### src/hdl/jddc_pkg.sv
package jddc_pkg;

    localparam int NSTG = 15;

    localparam logic [22:0] JDN_BASE       = 23'd1721060;
    localparam logic [13:0] YEAR_LIMIT_RST = 14'd9999;

    // reciprocals: q = (n * RECIP) >> shift, low by at most one where RECIP is rounded down
    localparam logic [12:0] RECIP_100     = 13'd5243;   // >> 19, exact below 43690
    localparam logic [14:0] RECIP_146097  = 15'd29398;  // >> 32
    localparam logic [11:0] RECIP_1461001 = 12'd2939;   // >> 32
    localparam logic [8:0]  RECIP_2447    = 9'd428;     // >> 20

    localparam logic [17:0] DAYS_400Y  = 18'd146097;
    localparam logic [20:0] DAYS_4000Y = 21'd1461001;
    localparam logic [11:0] D_2447     = 12'd2447;

    typedef enum logic {
        OP_ENCODE = 1'b0,
        OP_DECODE = 1'b1
    } t_op;

    typedef struct packed {
        logic        operation;
        logic [13:0] year_in;
        logic [3:0]  month_in;
        logic [4:0]  day_in;
        logic [22:0] julian_in;
    } t_req;

    typedef struct packed {
        logic [22:0] julian_out;
        logic [14:0] year_out;
        logic [3:0]  month_out;
        logic [4:0]  day_out;
        logic [2:0]  day_of_week;
    } t_rsp;

    typedef struct packed {
        logic [NSTG-1:0] adv;
    } t_ctl;

    typedef struct packed {
        logic        op;
        logic        below;
        logic [13:0] y;
        logic [3:0]  m;
        logic [4:0]  d;
        logic [22:0] jin;
        // encode
        logic        rng_ok;
        logic        short_ok;
        logic        feb29;
        logic        ok;
        logic [14:0] ya;
        logic [8:0]  eb;
        logic [26:0] yp;
        logic [7:0]  yq;
        logic [24:0] ap;
        logic [26:0] cp;
        logic [22:0] a;
        logic [7:0]  c;
        logic [22:0] jde;
        // decode
        logic [23:0] l0;
        logic [40:0] wp;
        logic [8:0]  w;
        logic [18:0] r;
        logic [15:0] l1;
        logic [27:0] nx;
        logic [39:0] xp;
        logic [7:0]  x;
        logic [21:0] rx;
        logic [9:0]  l2;
        logic [16:0] vn;
        logic [25:0] vp;
        logic [5:0]  v;
        logic [12:0] rv;
        // weekday
        logic [5:0]  s6;
        logic [2:0]  dow;
        t_rsp        rsp;
    } t_stg;

    function automatic logic [4:0] month_len(input logic [3:0] m);
        logic [4:0] len;
        unique case (m)
            4'd1, 4'd3, 4'd5, 4'd7, 4'd8, 4'd10, 4'd12: len = 5'd31;
            4'd4, 4'd6, 4'd9, 4'd11:                    len = 5'd30;
            4'd2:                                       len = 5'd28;
            default:                                    len = 5'd0;
        endcase
        return len;
    endfunction

    // (mm * 367) / 12 with March as month one
    function automatic logic [8:0] enc_mday(input logic [3:0] m);
        logic [8:0] val;
        unique case (m)
            4'd1:    val = 9'd336;
            4'd2:    val = 9'd367;
            4'd3:    val = 9'd30;
            4'd4:    val = 9'd61;
            4'd5:    val = 9'd91;
            4'd6:    val = 9'd122;
            4'd7:    val = 9'd152;
            4'd8:    val = 9'd183;
            4'd9:    val = 9'd214;
            4'd10:   val = 9'd244;
            4'd11:   val = 9'd275;
            4'd12:   val = 9'd305;
            default: val = 9'd0;
        endcase
        return val;
    endfunction

    // (2447 * v) / 80
    function automatic logic [8:0] dec_mday(input logic [3:0] v);
        logic [8:0] val;
        unique case (v)
            4'd0:    val = 9'd0;
            4'd1:    val = 9'd30;
            4'd2:    val = 9'd61;
            4'd3:    val = 9'd91;
            4'd4:    val = 9'd122;
            4'd5:    val = 9'd152;
            4'd6:    val = 9'd183;
            4'd7:    val = 9'd214;
            4'd8:    val = 9'd244;
            4'd9:    val = 9'd275;
            4'd10:   val = 9'd305;
            4'd11:   val = 9'd336;
            4'd12:   val = 9'd367;
            4'd13:   val = 9'd397;
            4'd14:   val = 9'd428;
            default: val = 9'd458;
        endcase
        return val;
    endfunction

    // sum of octal digits, congruent mod 7
    function automatic logic [5:0] oct_fold(input logic [23:0] val);
        logic [5:0] acc;
        acc = '0;
        for (int i = 0; i < 8; i++) begin
            acc = acc + 6'(val[3*i +: 3]);
        end
        return acc;
    endfunction

endpackage

### src/hdl/jddc_pipe_ctl.sv
module jddc_pipe_ctl import jddc_pkg::*; (
    input  logic i_clk,
    input  logic i_rst_n,
    input  logic i_in_valid,
    output logic o_in_ready,
    output logic o_out_valid,
    input  logic i_out_ready,
    output t_ctl o_ctl
);

    logic [NSTG-1:0] r_vld;
    logic [NSTG-1:0] n_vld;
    logic [NSTG-1:0] adv;

    // a stage loads when empty or when the one after it moves on
    always_comb begin
        adv[NSTG-1] = !r_vld[NSTG-1] || i_out_ready;
        for (int k = NSTG - 2; k >= 0; k--) begin
            adv[k] = !r_vld[k] || adv[k+1];
        end
        n_vld[0] = adv[0] ? i_in_valid : r_vld[0];
        for (int k = 1; k < NSTG; k++) begin
            n_vld[k] = adv[k] ? r_vld[k-1] : r_vld[k];
        end
    end

    always_ff @(posedge i_clk) begin
        if (!i_rst_n) begin
            r_vld <= '0;
        end else begin
            r_vld <= n_vld;
        end
    end

    assign o_in_ready  = adv[0];
    assign o_out_valid = r_vld[NSTG-1];
    assign o_ctl.adv   = adv;

endmodule

### config.mk
export PLATFORM = sky130hd
export DESIGN_NAME = jddc_pipe_ctl
export DESIGN_NICKNAME = d
export VERILOG_FILES = /design/src/hdl/jddc_pkg.sv /design/src/hdl/jddc_pipe_ctl.sv
export SDC_FILE = /design/constraint.sdc
export NUM_CORES = 1
export LEC_CHECK = 0
export BUFFER_PORTS_ARGS = -buffer_cell sky130_fd_sc_hd__buf_2
export CAP_MARGIN = 10
export CORE_MARGIN = 1
export CORE_UTILIZATION = 40
export CTS_BUF_LIST = sky130_fd_sc_hd__clkbuf_8
export CTS_CLUSTER_DIAMETER = 150
export DETAILED_ROUTE_END_ITERATION = 10
export HOLD_SLACK_MARGIN = 0.06
export PLACE_DENSITY = 0.76
export SLEW_MARGIN = 20
export SYNTH_ARGS = -nofsm -noshare
export SYNTH_HDL_FRONTEND = slang
export SYNTH_SLANG_ARGS = --single-unit
### constraint.sdc
create_clock -name i_clk -period 2.2 [get_ports i_clk]
set_input_delay 0.11 -clock i_clk [delete_from_list [all_inputs] [get_ports i_clk]]
set_output_delay 0.11 -clock i_clk [all_outputs]
set_load 0.02 [all_outputs]
* Word level (Yosys, flattened, before mapping)
Index checks and enable logic that the tools add are counted.
Word-level totals: register bits 15, latch bits 0, bits in writable memories 0, ROM bits 0, memories kept 0
Cells by class: $add $sub $neg 0, multiply operators 0, divide/modulo/power cells 0, $lt $le $gt $ge 0, equality and inequality tests 0, shifts and indexed selects 0, muxes and demuxes 0, bitwise gates (word level) 0, reductions and logical operators 30
Operators with widths (count):
- 1-bit logical NOT | 15
- 1-bit logical OR | 15

* Longest topological paths before layout
Gate-level depths: netlist (run 1).
depth in word-level cells 16, depth in mapped cells 5, gate-level depth less buffers 4

* Least setup slack after synthesis (run 1)
Ideal clock, no wire load.
path kind flip-flop to output port, start point register r_vld[14], end point output port o_ctl[0] (netlist name), arrival 1.487 ns, path slack 0.603 ns, stages on the path, launching flop included 6, path buffers 1, path through dfxtp_1 and4b_4 inv_2 nor2_1 nand3_1 buf_4
RTL lines:
- start, declared | RTL line jddc_pipe_ctl.sv:11 | logic [NSTG-1:0] r_vld;
- start signal, assigned | RTL line jddc_pipe_ctl.sv:31 | r_vld <= n_vld;
- end, declared | RTL line jddc_pipe_ctl.sv:8 | output t_ctl o_ctl

==> results of run 1 <==
==> worst max-delay path: stages (launching register included) <==
cell and delay, ps:
dfxtp_1 370, and4b_4 280, and3_1 420, nand4_1 140, buf_2 180
==> layout by cell type (no fill, tap or decap) <==
| cell type | synthesis | routed |
|---|---|---|
| a31oi_1 | 1 | 1 |
| and3_1 | 2 | 2 |
| a41oi_1 | 1 | 1 |
| nand3_1 | 5 | 5 |
| and2b_1 | 1 | 1 |
| dfxtp_1 | 15 | 15 |
| o21a_1 | 4 | 4 |
| and4_1 | 1 | 1 |
| and4b_4 | 1 | 1 |
| a22o_1 | 1 | 1 |
| buf_2 | 1 | 20 |
| o31ai_4 | 1 | 1 |
| nand4_1 | 7 | 7 |
| a31o_2 | 1 | 1 |
| a21oi_1 | 1 | 1 |
| nor2_1 | 2 | 2 |
| o21ai_0 | 4 | 4 |
| and2_1 | 3 | 3 |
| inv_6 | 1 | 1 |
| nor4_1 | 1 | 1 |
| inv_1 | 3 | 4 |
| a21boi_0 | 1 | 1 |
| nand2_1 | 11 | 11 |
| nor2b_1 | 3 | 3 |
| inv_2 | 1 | 1 |
| clkbuf_8 | 0 | 3 |
==> routing by layer <==
layer	GRT usage	up-vias	routed length, um
met5	0	-	0
met4	0.0727	0	9
met2	0.206	15	576
li1	-	309	-
met1	0.203	277	645
met3	0.0766	2	67
==> final cells by class <==
cell class,instances,area [um2]
Tap cell,16,20.0
Multi-Input combinational cell,52,320
Sequential cell,15,300
Timing Repair Buffer,20,100
Clock buffer,3,41.3
Clock inverter,1,3.75
Fill cell,166,732
Inverter,5,23.8
==> through the flow <==
| step | cells | hold WS [ps] |
|---|---|---|
| 2_1_floorplan | 77 | 243 |
| 3_3_place_gp | 108 | 327 |
| 3_5_place_dp | 108 | 334 |
| 4_1_cts | 112 | 74.7 |
| 5_1_grt | 112 | 89.3 |
| 6_report | 112 | 78.2 |
==> worst max-delay path by stage <==
stage | startpoint | end | cells past startpoint
floorplan | r_vld[14] | o_ctl[0] | 5
global placement | r_vld[13] | o_ctl[6] | 4
detailed placement | r_vld[13] | o_ctl[6] | 4
CTS | r_vld[13] | o_ctl[6] | 4
global route | r_vld[13] | o_ctl[3] | 4
finish | r_vld[13] | o_ctl[3] | 4
==> cell usage after synthesis, types with 2 or more instances <==
library cell / instances / share of area
o21a_1: 4 / 0.044
and2_1: 3 / 0.028
and3_1: 2 / 0.019
nand2_1: 11 / 0.061
o21ai_0: 4 / 0.030
clkbuf_1: 2 / 0.011
nor2_1: 2 / 0.011
inv_1: 3 / 0.017
dfxtp_1: 15 / 0.44
nand3_1: 5 / 0.037
nand4_1: 7 / 0.065
nor2b_1: 3 / 0.028
==> power by group <==
part           leakage (nW)  switching [W]  internal [W]  total (W)
logic                 0.129     0.00000674    0.00000614  0.0000129
clock network        0.0269      0.0000884      0.000123   0.000212
registers             0.121     0.00000228      0.000275   0.000277
total                 0.278      0.0000975      0.000404   0.000502
==> cell families (layout without fill, tap and decap cells) <==
group | after synthesis | count (layout) | share of synthesized area
DFF | 15 | 15 | 0.444
and+or+nand+nor | 37 | 37 | 0.302
AOI/OAI and AO/OA | 15 | 15 | 0.172
buffers and inverters | 10 | 29 | 0.0815
==> metrics.md, run 1 <==
| Metric | Value |
|---|---|
| All-Layer GR Usage | 0.154 |
| Row count | 14 |
| Setup violators final | 0 |
| Initial antenna violation count | 0 |
| # clock sinks | 15 |
| Yosys reg bits | 15 |
| 1st-pass router iterations | 4 |
| Yosys warns | 0 |
| Cell Area, Synth | 676 um2 |
| Number of synthesized flops with an enable pin | 0 |
| Peak Freq | between 500 and 600 MHz |
| Starting density of the core | 0.438 |
| Grt ovf | 0 |
| Largest net degree at the start of global routing | 22 |
| Util after Layout | 0.525 |
| Ant diodes | 0 |
| Normalized max-slew margin | 0.724 |
| ANT nets after route | 0 |
| DRC | 0 |
| R2R Path End | r_vld[4] |
| Max cap viols | 0 |
| Fin. max-slew vios | 0 |
| Final wirelength | between 1000 and 1500 um |
| Period Utilization, post-route | 0.792 |
| CTS Root Cell | clkbuf_8 |
| Die width | 43.1 um |
| Die Footprint | 0.00186 mm2 |
| Peak supply drop | 0.000414 V |
| Final hold violation count | 0 |
| Share of layout cells above drive strength 1 | 0.292 |
| RSZ-0062 raised after global routing | false |
| CTS Buf Count | 3 |
| Minimum clock period | ~1700 ps |
| CP arrival | 1630 ps |
| Hold Path Depth | 2 |
| Status | complete, no violations |
| Post-CTS Setup Inserts | 0 |
| Vias in the first global route | about 480 |
| # port buffers | 20 |
| Hold Crit Start | i_in_valid |
| P&R area growth vs syn | 19.8% |
| Async S/R FF share, synth | 0 |
| Reg-to-Reg Start | r_vld[13] |
| Overall power | 0.000502 W |
| Routed length per instance | 11.6 um |
| Leak | 0.278 nW |
| Final setup TNS | 0 ps |
| Syn_area_per_cell | 8.77 um2 |
| Top_reg_cell synth | dfxtp_1 |
| Element type at the critical path start | flop |
| Crit path max fanout | 10 |
| Syn nets | between 80 and 90 |
| WP data required | roughly 2100 ps |
| First-pass GRT wire length | about 2000 um |
| Biggest regs | r_vld: 15 flops |
| Deepest level of the CTS H-tree | 1 |
| Worst slew pin tran | 415 ps |
| R2R Setup Slk | 740 ps |
| Seq/Total Area, Yosys | 0.444 |
| Clock Tree Buf Depth | 2 |
| TritonCTS clock tree | yes |
| Class of the worst hold path | in -> reg |
| Hold endpoint | r_vld[0] |
| Final WS setup | 457 ps |
| CTS Hold Bufs | 0 |
| Synth cell types | 28 |
| Chip height | between 40 and 50 um |
| Pwr/cell area | 620 mW/mm2 |
| Reg2Reg Depth | 4 |
| Post-DP Area | about 760 um2 |
| Worst setup EP type | output pin |
| Biggest register | r_vld |
| Num ports | 21 |
| Place WS | 734 ps |
| Worst-path clk slew | 60 ps |
| Via count | about 600 |
| Post-route cell area | 810 um2 |
| # nets final | 101 |
| Post-CTS Resized | 0 |
| Via density | 5.38 |
| Post-Syn Instances | 77 |
| Worst skew pair latency | 250 ps |
| Final HPWL DP | between 900 and 1000 um |
| Largest register FFs | 15 |
| Critical path type | reg -> out |
| Initial DRC Count | 8 |
| Layout Skew | 2.08 ps |
| Final GP Congestion | 0.732 |
| Core area | 0.00154 mm2 |
Power figures use the tool's default switching activity.
==> run 2, diff against run 1 <==
PLACE_DENSITY = 0.78   (was 0.76)
clock period = 1.6 ns   (was 2.2 ns; I/O delays follow)
==> run 2 against run 1 <==
Against the previous run:
- cell count increased by 4.5%
- clock skew about the same
- combinational power increased by 50%
- hold slack improved by 150 ps
- flip-flop and latch count unchanged
- routed wire length increased by 2.4%
- critical path depth increased by 1
==> metrics.md, run 2 (synthesis results as in run 1) <==
| Metric | Value |
|---|---|
| Initial DRC Count | 16 |
| Die Footprint | 0.00186 mm2 |
| Clk network pwr share | 0.422 |
| Filler cells | 144 |
| CTS Root Cell | clkbuf_8 |
| Deepest level of the CTS H-tree | 1 |
| Post-route cell area | 872 um2 |
| Num ports | 21 |
| Peak supply drop | 0.000490 V |
| Via density | roughly 5.5 |
| Minimum clock period | 1540 ps |
| # nets final | 106 |
| Via count | 639 |
| Die width | 43.1 um |
| First-pass GRT wire length | 2060 um |
| 1st-pass router iterations | 4 |
| Normalized max-slew margin | 0.758 |
| Top Usage Layer GRT | met2 |
| Ant diodes | 0 |
| Row count | 14 |
| Share of layout cells above drive strength 1 | 0.376 |
| Critical path type | reg -> out |
| Final WS setup | ~62 ps |
| Setup violators final | 0 |
| Class of the worst hold path | in -> reg |
| Biggest register | r_vld |
| Peak Freq | 650 MHz |
| Crit path max fanout | 10 |
| Period Utilization, post-route | 0.961 |
| Clock Tree Buf Depth | 2 |
| Core area | 0.00154 mm2 |
| Element type at the critical path start | flop |
| Worst setup EP type | output pin |
| Final HPWL DP | approximately 950 um |
| Final wirelength | 1330 um |
| Layout Skew | 1.69 ps |
| WP data required | ~1500 ps |
| Worst stage delay on the critical path | 340 ps |
| DRC | 0 |
| Leak | 0.303 nW |
| Fin Hold WS | 228 ps |
| Gate power share | 0.028 |
| Worst skew pair latency | 240 ps |
| Initial antenna violation count | 0 |
| Grt ovf | 0 |
| CP arrival | 1460 ps |
| Chip height | 43.1 um |
| P&R area growth vs syn | 29.1% |
| Starting density of the core | 0.438 |
| Final setup TNS | 0 ps |
| # clock sinks | 15 |
| Crit-path cells | and4b_4 > and3_4 > buf_8 > nand4_1 > buf_2 |
| Met3 usage | 0.0383 |
| Max cap viols | 0 |
| Hold Crit Start | i_rst_n |
| Final hold violation count | 0 |
| Worst-path clk slew | ~60 ps |
| Largest net degree at the start of global routing | 22 |
| Place WS | roughly 280 ps |
| Internal power | around 0.00056 W |
| Switching fraction of total power | 0.195 |
| Sequential share of power | 0.550 |
| ANT nets after route | 0 |
| Reg-to-Reg Start | r_vld[7] |
| Biggest regs | r_vld: 15 flops |
| Post-DP Area | 779 um2 |
| Slowest cell on crit path | dfxtp_2 |
| All-Layer GR Usage | 0.149 |
| FF+latch area | 303 um2 |
| Worst Setup SP | r_vld[13] |
| CTS Buf Count | 3 |
| Overall power | around 0.00069 W |
| Routing usage on met1 | 0.201 |
| Commonest non-fill, non-tap cell in the layout | buf_2 |
| Largest register FFs | 15 |
| Met2 Resource Use GR | 0.209 |
| Vias in the first global route | 494 |
| Worst slew pin tran | 359 ps |
| Switch Pwr | roughly 0.00013 W |
| Fin. max-slew vios | 0 |
| Final GP Congestion | ~0.78 |
| TritonCTS clock tree | yes |
| Pwr/cell area | between 700 and 800 mW/mm2 |
| Routed length per instance | 11.4 um |
| # port buffers | 20 |
| Multi-input logic area | ~330 um2 |
| Status | complete, no violations |
| Most frequent cells in the layout | 20 x buf_2, 13 x dfxtp_1, 11 x nand2_1 |
run 2: cell count changes in the layout (fill, tap and decap cells not counted), sizes merged:
cell / delta
buf: +4
dlygate4sd3: +1
run 2: path summary, 6_finish.rpt:
check               to  slack (ps)  depth (start not counted)
max           o_ctl[6]          60                          5
min          r_vld[14]         230                          2
max reg2reg   r_vld[0]         180                          4
min reg2reg   r_vld[3]         460                          2
run 2: layout make-up:
cell class              instances  area share
well taps                      16      0.0230
inverters                       5      0.0273
flip-flops and latches         15       0.347
multi-input cells              52       0.382
repair buffers                 25       0.169
clock inverters                 1     0.00430
clock buffers                   3      0.0473
run 2: worst max-delay path: cells and delay by family, from the launching register on:
| family | cells | cell delay (ps) |
|---|---|---|
| buffers and inverters | 2 | 300 |
| and+or+nand+nor | 3 | 570 |
| DFF | 1 | 340 |
run 2: per-stage QoR:
stage | util | std cells
2_1_floorplan | - | 77
3_3_place_gp | 0.506 | 110
3_5_place_dp | 0.506 | 110
4_1_cts | 0.543 | 115
5_1_grt | 0.566 | 117
6_report | 0.566 | 117
run 2: routing by layer:
layer / part of all wire / up-vias / wire [um]
met3: 0.065 / 2 / 86
met2: 0.46 / 20 / 608
met1: 0.47 / 292 / 624
met5: 0 / - / 0
li1: - / 325 / -
met4: 0.0075 / 0 / 10
run 2: power by group through the flow:
stage          sequential [W]  clock, W  combinational, W
6_report             0.000381  0.000292         0.0000194
5_1_grt              0.000381  0.000320         0.0000214
4_1_cts              0.000380  0.000303         0.0000194
3_5_place_dp         0.000389         0         0.0000175
3_3_place_gp         0.000389         0         0.0000175
2_1_floorplan        0.000388         0         0.0000127
run 2: what timing repair did:
action / in CTS / in global routing
cloned: 0 / 0
setup endpoints to repair: 2 / 11
pin swaps: 0 / 1
gates resized for setup: 1 / 7
hold buffers: 1 / 0
hold endpoints to repair: 1 / 0
setup buffers: 0 / 2
